$ cat src/itoa_pkg.sv
package itoa_pkg;

    localparam int VALUE_WIDTH    = 32;
    localparam int IN_VALUE_WIDTH = 32;
    localparam int DEC_DIGITS     = (VALUE_WIDTH * 1233) / 4096 + 1;
    localparam int HEX_DIGITS     = (VALUE_WIDTH + 3) / 4;
    localparam int BUF_DIGITS     = DEC_DIGITS;
    localparam int BUF_WIDTH      = BUF_DIGITS * 4;
    localparam int BIT_CNT_W      = $clog2(VALUE_WIDTH + 1);
    localparam int DIG_CNT_W      = $clog2(BUF_DIGITS + 1);
    localparam int DIG_IDX_W      = $clog2(BUF_DIGITS);
    localparam int CHAR_WIDTH     = 7;

    localparam logic MODE_DEC = 1'b0;
    localparam logic MODE_HEX = 1'b1;

    localparam logic [CHAR_WIDTH-1:0] DIGIT_TABLE [16] = '{
        7'h30, 7'h31, 7'h32, 7'h33, 7'h34, 7'h35, 7'h36, 7'h37,
        7'h38, 7'h39, 7'h61, 7'h62, 7'h63, 7'h64, 7'h65, 7'h66
    };

    typedef struct packed {
        logic [IN_VALUE_WIDTH-1:0] value;
        logic                      mode;
    } in_t;

    typedef struct packed {
        logic [CHAR_WIDTH-1:0] digit_char;
        logic                  last;
    } out_t;

    typedef struct packed {
        logic [VALUE_WIDTH-1:0] value;
        logic                   mode;
    } item_t;

    function automatic item_t classify(in_t req);
        logic [63:0] wide;
        item_t       item;
        wide       = 64'(req.value);
        item.value = wide[VALUE_WIDTH-1:0];
        item.mode  = req.mode;
        return item;
    endfunction

endpackage

$ cat src/itoa_front.sv
module itoa_front
    import itoa_pkg::*;
(
    input  logic  clk,
    input  logic  rst_n,
    input  logic  in_valid,
    output logic  in_ready,
    input  in_t   in_data,
    output logic  q_valid,
    input  logic  q_ready,
    output item_t q_item
);

    item_t      q_reg [2];
    logic       wr_ptr_reg, wr_ptr_next;
    logic       rd_ptr_reg, rd_ptr_next;
    logic [1:0] cnt_reg, cnt_next;
    logic       push, pop;

    assign in_ready = (cnt_reg != 2'd2);
    assign q_valid  = (cnt_reg != 2'd0);
    assign q_item   = q_reg[rd_ptr_reg];
    assign push     = in_valid && in_ready;
    assign pop      = q_valid && q_ready;

    always_comb
    begin
        wr_ptr_next = push ? !wr_ptr_reg : wr_ptr_reg;
        rd_ptr_next = pop ? !rd_ptr_reg : rd_ptr_reg;
        cnt_next    = cnt_reg;
        if (push && !pop)
        begin
            cnt_next = cnt_reg + 2'd1;
        end
        else if (pop && !push)
        begin
            cnt_next = cnt_reg - 2'd1;
        end
    end

    always_ff @(posedge clk or negedge rst_n)
    begin
        if (!rst_n)
        begin
            wr_ptr_reg <= 1'b0;
            rd_ptr_reg <= 1'b0;
            cnt_reg    <= 2'd0;
        end
        else
        begin
            wr_ptr_reg <= wr_ptr_next;
            rd_ptr_reg <= rd_ptr_next;
            cnt_reg    <= cnt_next;
        end
    end

    always_ff @(posedge clk)
    begin
        if (push)
        begin
            q_reg[wr_ptr_reg] <= classify(in_data);
        end
    end

endmodule

$ cat src/itoa_back.sv
module itoa_back
    import itoa_pkg::*;
(
    input  logic  clk,
    input  logic  rst_n,
    input  logic  q_valid,
    output logic  q_ready,
    input  item_t q_item,
    output logic  out_valid,
    input  logic  out_ready,
    output out_t  out_data
);

    typedef enum logic [2:0] {
        ST_IDLE = 3'b001,
        ST_CONV = 3'b010,
        ST_EMIT = 3'b100
    } state_t;

    state_t                 state_reg, state_next;
    logic [VALUE_WIDTH-1:0] shift_reg, shift_next;
    logic [BUF_WIDTH-1:0]   bcd_reg, bcd_next;
    logic [BIT_CNT_W-1:0]   bit_cnt_reg, bit_cnt_next;
    logic [DIG_CNT_W-1:0]   dig_cnt_reg, dig_cnt_next;
    logic                   started_reg, started_next;
    logic                   out_valid_reg, out_valid_next;
    out_t                   out_data_reg, out_data_next;

    logic [BUF_WIDTH-1:0]   adj;
    logic [BUF_WIDTH-1:0]   bcd_shift;
    logic [DIG_IDX_W-1:0]   dig_idx;
    logic [3:0]             cur_dig;
    logic                   slot_free;
    logic                   last_dig;

    assign q_ready   = (state_reg == ST_IDLE);
    assign out_valid = out_valid_reg;
    assign out_data  = out_data_reg;
    assign slot_free = !out_valid_reg || out_ready;
    assign dig_idx   = DIG_IDX_W'(dig_cnt_reg - DIG_CNT_W'(1));
    assign cur_dig   = bcd_reg[dig_idx*4 +: 4];
    assign last_dig  = (dig_cnt_reg == DIG_CNT_W'(1));

    // add-3 step of the shift-and-add binary to bcd conversion
    always_comb
    begin
        for (int i = 0; i < BUF_DIGITS; i++)
        begin
            adj[i*4 +: 4] = (bcd_reg[i*4 +: 4] >= 4'd5) ? bcd_reg[i*4 +: 4] + 4'd3
                                                         : bcd_reg[i*4 +: 4];
        end
        bcd_shift = {adj[BUF_WIDTH-2:0], shift_reg[VALUE_WIDTH-1]};
    end

    always_comb
    begin
        state_next     = state_reg;
        shift_next     = shift_reg;
        bcd_next       = bcd_reg;
        bit_cnt_next   = bit_cnt_reg;
        dig_cnt_next   = dig_cnt_reg;
        started_next   = started_reg;
        out_valid_next = out_valid_reg && !out_ready;
        out_data_next  = out_data_reg;
        case (state_reg)
            ST_IDLE:
            begin
                started_next = 1'b0;
                if (q_valid)
                begin
                    if (q_item.mode == MODE_HEX)
                    begin
                        bcd_next     = BUF_WIDTH'(q_item.value);
                        dig_cnt_next = DIG_CNT_W'(HEX_DIGITS);
                        state_next   = ST_EMIT;
                    end
                    else
                    begin
                        shift_next   = q_item.value;
                        bcd_next     = '0;
                        bit_cnt_next = BIT_CNT_W'(VALUE_WIDTH);
                        state_next   = ST_CONV;
                    end
                end
            end
            ST_CONV:
            begin
                bcd_next     = bcd_shift;
                shift_next   = {shift_reg[VALUE_WIDTH-2:0], 1'b0};
                bit_cnt_next = bit_cnt_reg - BIT_CNT_W'(1);
                if (bit_cnt_reg == BIT_CNT_W'(1))
                begin
                    dig_cnt_next = DIG_CNT_W'(DEC_DIGITS);
                    state_next   = ST_EMIT;
                end
            end
            ST_EMIT:
            begin
                // leading zero skip
                if (!started_reg && cur_dig == 4'd0 && !last_dig)
                begin
                    dig_cnt_next = dig_cnt_reg - DIG_CNT_W'(1);
                end
                else if (slot_free)
                begin
                    out_data_next.digit_char = DIGIT_TABLE[cur_dig];
                    out_data_next.last       = last_dig;
                    out_valid_next           = 1'b1;
                    started_next             = 1'b1;
                    dig_cnt_next             = dig_cnt_reg - DIG_CNT_W'(1);
                    if (last_dig)
                    begin
                        state_next = ST_IDLE;
                    end
                end
            end
            default:
            begin
                state_next = ST_IDLE;
            end
        endcase
    end

    always_ff @(posedge clk or negedge rst_n)
    begin
        if (!rst_n)
        begin
            state_reg     <= ST_IDLE;
            bit_cnt_reg   <= '0;
            dig_cnt_reg   <= '0;
            started_reg   <= 1'b0;
            out_valid_reg <= 1'b0;
        end
        else
        begin
            state_reg     <= state_next;
            bit_cnt_reg   <= bit_cnt_next;
            dig_cnt_reg   <= dig_cnt_next;
            started_reg   <= started_next;
            out_valid_reg <= out_valid_next;
        end
    end

    always_ff @(posedge clk)
    begin
        shift_reg    <= shift_next;
        bcd_reg      <= bcd_next;
        out_data_reg <= out_data_next;
    end

endmodule

$ cat src/integer_to_ascii_digits.sv
// integer_to_ascii_digits: unsigned integer to ascii digits, decimal or hex
//
// input channel (in_valid/in_ready/in_data): one request carries a 32-bit
// value and a mode bit, 0 decimal and 1 hexadecimal (lower-case letters).
// output channel (out_valid/out_ready/out_data): one result per digit, most
// significant first, leading zeros dropped; a zero value gives one '0'.
// out_data.last marks the final digit of a request.
// a two-entry request queue sits between the input side and the converter,
// so requests are taken while the converter works or the output stalls.
// a request passes the queue and is loaded by the idle converter; decimal
// mode then runs the shift-and-add-3 steps, and each leading zero is skipped
// before the first digit reaches the output register. the converter runs 32
// shift-and-add-3 steps in decimal mode, then steps through the digits (10
// in decimal, 8 in hex), skipping leading zeros and emitting one digit per
// cycle unless stalled; a new request loads only after the last digit.
// reset: queue empties, converter idles, out_valid drops.
// receiver stall: the output register holds its digit, the converter waits
// with its next one, and the queue keeps taking requests until it is full.
module integer_to_ascii_digits
    import itoa_pkg::*;
(
    input  logic clk,
    input  logic rst_n,
    input  logic in_valid,
    output logic in_ready,
    input  in_t  in_data,
    output logic out_valid,
    input  logic out_ready,
    output out_t out_data
);

    logic  q_valid;
    logic  q_ready;
    item_t q_item;

    itoa_front u_front (
        .clk      (clk),
        .rst_n    (rst_n),
        .in_valid (in_valid),
        .in_ready (in_ready),
        .in_data  (in_data),
        .q_valid  (q_valid),
        .q_ready  (q_ready),
        .q_item   (q_item)
    );

    itoa_back u_back (
        .clk       (clk),
        .rst_n     (rst_n),
        .q_valid   (q_valid),
        .q_ready   (q_ready),
        .q_item    (q_item),
        .out_valid (out_valid),
        .out_ready (out_ready),
        .out_data  (out_data)
    );

endmodule

$ cat config.mk
export PLATFORM = sky130hd
export DESIGN_NAME = integer_to_ascii_digits
export DESIGN_NICKNAME = d
export VERILOG_FILES = /design/src/itoa_pkg.sv /design/src/itoa_front.sv /design/src/itoa_back.sv /design/src/integer_to_ascii_digits.sv
export SDC_FILE = /design/constraint.sdc
export NUM_CORES = 1
export LEC_CHECK = 0
export BUFFER_PORTS_ARGS = -buffer_cell sky130_fd_sc_hd__buf_4
export CAP_MARGIN = 15
export CORE_MARGIN = 2
export CORE_UTILIZATION = 35
export CTS_CLUSTER_DIAMETER = 40
export DETAILED_ROUTE_END_ITERATION = 6
export PLACE_DENSITY_LB_ADDON = 0.05
export SLEW_MARGIN = 0
export SYNTH_ARGS = -nofsm -noshare
export SYNTH_HDL_FRONTEND = slang
export SYNTH_SLANG_ARGS = --single-unit
$ cat constraint.sdc
create_clock -name clk -period 7.15 [get_ports clk]
set_clock_uncertainty 0.1 [all_clocks]
set_input_delay 1.43 -clock clk [delete_from_list [all_inputs] [get_ports clk]]
set_output_delay 1.43 -clock clk [all_outputs]
set_load 0.1 [all_outputs]
==> impl_metrics.yaml <==
status:
  status: "finished, final reports clean"
placement:
  io_buffers: 45
  place_ws_ns: 2.835
  gp_congestion: 0.8034
  dp_hpwl_mm: 10.23
critical_path:
  start_kind: "register"
  r2r_cells: 10
  setup.worst_path.end_class: "register"
  rrSetupSlack_ns: 2.83
  arrival_ns: 4.36
  crit_type: "reg2reg"
  rr_endpoint: "u_back.out_data[1]$_DFFE_PP_"
  crit_path_max_fanout: 21
  max_stage_delay_ns: 0.82
  worstPathCellList: "inv_1 > ha_1 > mux4_2 > mux2i_1 > o22a_1 > ha_1 > nand3b_1 > or4_1 > nand2_1 > nor2_1"
  reg2reg_from: "u_back.dig_cnt_reg[0]$_DFFE_PN0P_"
  crit_top_cell: "ha_1"
  critical_path.slowest_cell: "ha_1"
  required_ns: 7.18
synthesis:
  synth_cell_types: 55
  syn_inst: 631
  synth-seq-area-share: 0.6080
  postSynthAreaPerCell_um2: 12.59
  ys_async_sr_fraction: 0.1159
  synth_ff_type: "edfxtp_1"
  synthTopCellsByArea: "edfxtp_1, dfrtp_1, mux2i_1"
  synth_top_area_share: 0.5480
  synth_fp_nets: 696
  ys_seq_elements: 164
  synth_most_common_cell: "edfxtp_1"
  yosys.area.top_type: "edfxtp_1"
  yosysWarnings: 0
  syn-cell-area_um2: 7945
  synth_commonest_cells: "edfxtp_1, a21oi_1, nor2_1"
  synth_edf_count: 145
global_routing:
  grt_pass1_wl_mm: 26.03
  grtUsageTotal: 0.1392
  first_global_vias: 4898
  grt_start_max_net_pins: 102
  antenna_found_initial: 0
  grt-ovfl-total: 0
run:
  drv_cap: 0
layout:
  final_nets: 738
  syn_to_final_growth_pct: 15.69
  largest_reg_flops: 66
  n_antenna_cell: 0
  layout-drive-gt1-share: 0.1487
sta:
  grt_setup_unrepaired: "no"
  period_share: 0.6049
  tightest_slew_ns: 1.073
  max_freq_mhz: 231.2
  finalWorstSetupSlack_ns: 2.825
  final_max_slew_viol_count: 0
  relSlewSlack: 0.2827
  setup_tns_ns: 0
  hold_viol: 0
  min_period_ns: 4.325
  setup_viol_count_final: 0
floorplan:
  io_pins: 47
  die_h_um: 154.7
  core_area_um2: 22430
  start_util: 0.3542
  die_w_um: 154.7
  num_rows: 55
  die-area_um2: 23920
detailed_routing:
  drc: 0
  viasPerCell: 4.975
  vias: 4831
  drt_iter0_markers: 278
  ant_nets: 0
  wl_per_cell_um: 16.23
  drt_pass1_iterations: 4
  routed_wl_mm: 15.76
clock_tree:
  numClockSinks: 164
  clockBufferDepth: 2
  clk_pin_slew_ns: 0.07
  root_buffer: "clkbuf_16"
  h-tree-depth: 4
  clock_latency_ns: 0.43
  cts_made_buffers: 17
  post_cts_buffers: 0
  cts-resized-gates: 0
  cts_tree: "done"
  ctsHoldBuffers: 0
pwr:
  peakVddDrop_v: 0.0001833
  p_leak_nw: 3.470
  powerDensity_nw_per_um2: 508.8
hold_path:
  hp-class: "reg2reg"
  hold_depth: 1
  hold_end: "u_front.cnt_reg[1]$_DFFE_PN0P_"
  min_from: "u_front.cnt_reg[1]$_DFFE_PN0P_"
==> routing by layer <==
metal,global-route usage,part of all wire,vias up
li1,-,-,2410
met1,0.1822,0.47,2347
met2,0.2264,0.48,57
met3,0.03222,0.026,17
met4,0.05203,0.019,0
met5,0,0,-
==> layout by cell type, fill, tap and decap left out, drive strengths merged, types with 3 or more instances in the layout <==
master,instances
inv,37
or3,24
nor4,3
dfrtp,18
nor2,60
mux2,4
and2b,4
mux4,4
o21ai,43
nor2b,4
ha,28
a2111oi,6
o32ai,7
buf,51
nor3,6
bufinv,3
o22a,4
nand2b,13
xor2,13
nor3b,10
clkinv,5
mux2i,42
a21oi,65
o21a,3
nand2,22
xnor2,14
clkbuf,18
and2,3
edfxtp,145
==> worst max path at each step <==
| stage | from | end | cells after the start |
|---|---|---|---|
| 3_3_place_gp | u_back.dig_cnt_reg[0]$_DFFE_PN0P_ | u_back.out_data[1]$_DFFE_PP_ | 10 |
| 3_5_place_dp | u_back.dig_cnt_reg[0]$_DFFE_PN0P_ | u_back.out_data[3]$_DFFE_PP_ | 10 |
| 2_1_floorplan | in_valid | u_front.q_reg[0][0]$_DFFE_PP_ | 2 |
| 6_report | u_back.dig_cnt_reg[0]$_DFFE_PN0P_ | u_back.out_data[1]$_DFFE_PP_ | 10 |
| 4_1_cts | u_back.dig_cnt_reg[0]$_DFFE_PN0P_ | u_back.out_data[1]$_DFFE_PP_ | 10 |
| 5_1_grt | u_back.dig_cnt_reg[0]$_DFFE_PN0P_ | u_back.out_data[1]$_DFFE_PP_ | 10 |
==> through the flow <==
stage	hold slack, ns	cells	utilization	power [mW]	cell area (um2)
finish	0.4113	971	0.4097	4.677	9191
global route	0.4458	971	0.4097	5.047	9191
CTS	0.4188	970	0.4092	4.742	9180
detailed placement	0.4034	938	0.3815	3.752	8559
global placement	0.3848	938	0.3815	3.688	8559
floorplan	0.3608	631	-	3.257	7945
==> kinds of logic after synthesis <==
group / synth area share
and+or+nand+nor: 0.1050
other: 0.0004720
DFF: 0.6080
adders and majority gates: 0.04409
xor gates and xnor gates: 0.03213
buffers and inverters: 0.03275
muxes: 0.07039
AOI/OAI and AO/OA: 0.1071
==> final cells by class <==
class,count,area (um2)
repair buffers,51,386.6
fillers,2101,13240
clock buffers,18,429.2
clock inverters,14,191.4
flip-flops and latches,164,4832
well taps,285,356.6
multi-input cells,408,2879
inverters,31,116.4
==> power by group <==
group          total (mW)  internal (mW)  switching (mW)
Clock               0.971          0.562           0.409
Sequential           1.83           1.57           0.265
Combinational        1.87          0.730            1.14
==> worst max-delay path: cells and delay by family (launching register included) <==
family / cells / cell delay [ns]
and+or+nand+nor: 4 / 0.81
adders and majority gates: 2 / 0.99
AOI/OAI and AO/OA: 1 / 0.25
DFF: 1 / 0.81
muxes: 2 / 0.76
buffers and inverters: 1 / 0.29
Power figures use the tool's default switching activity.
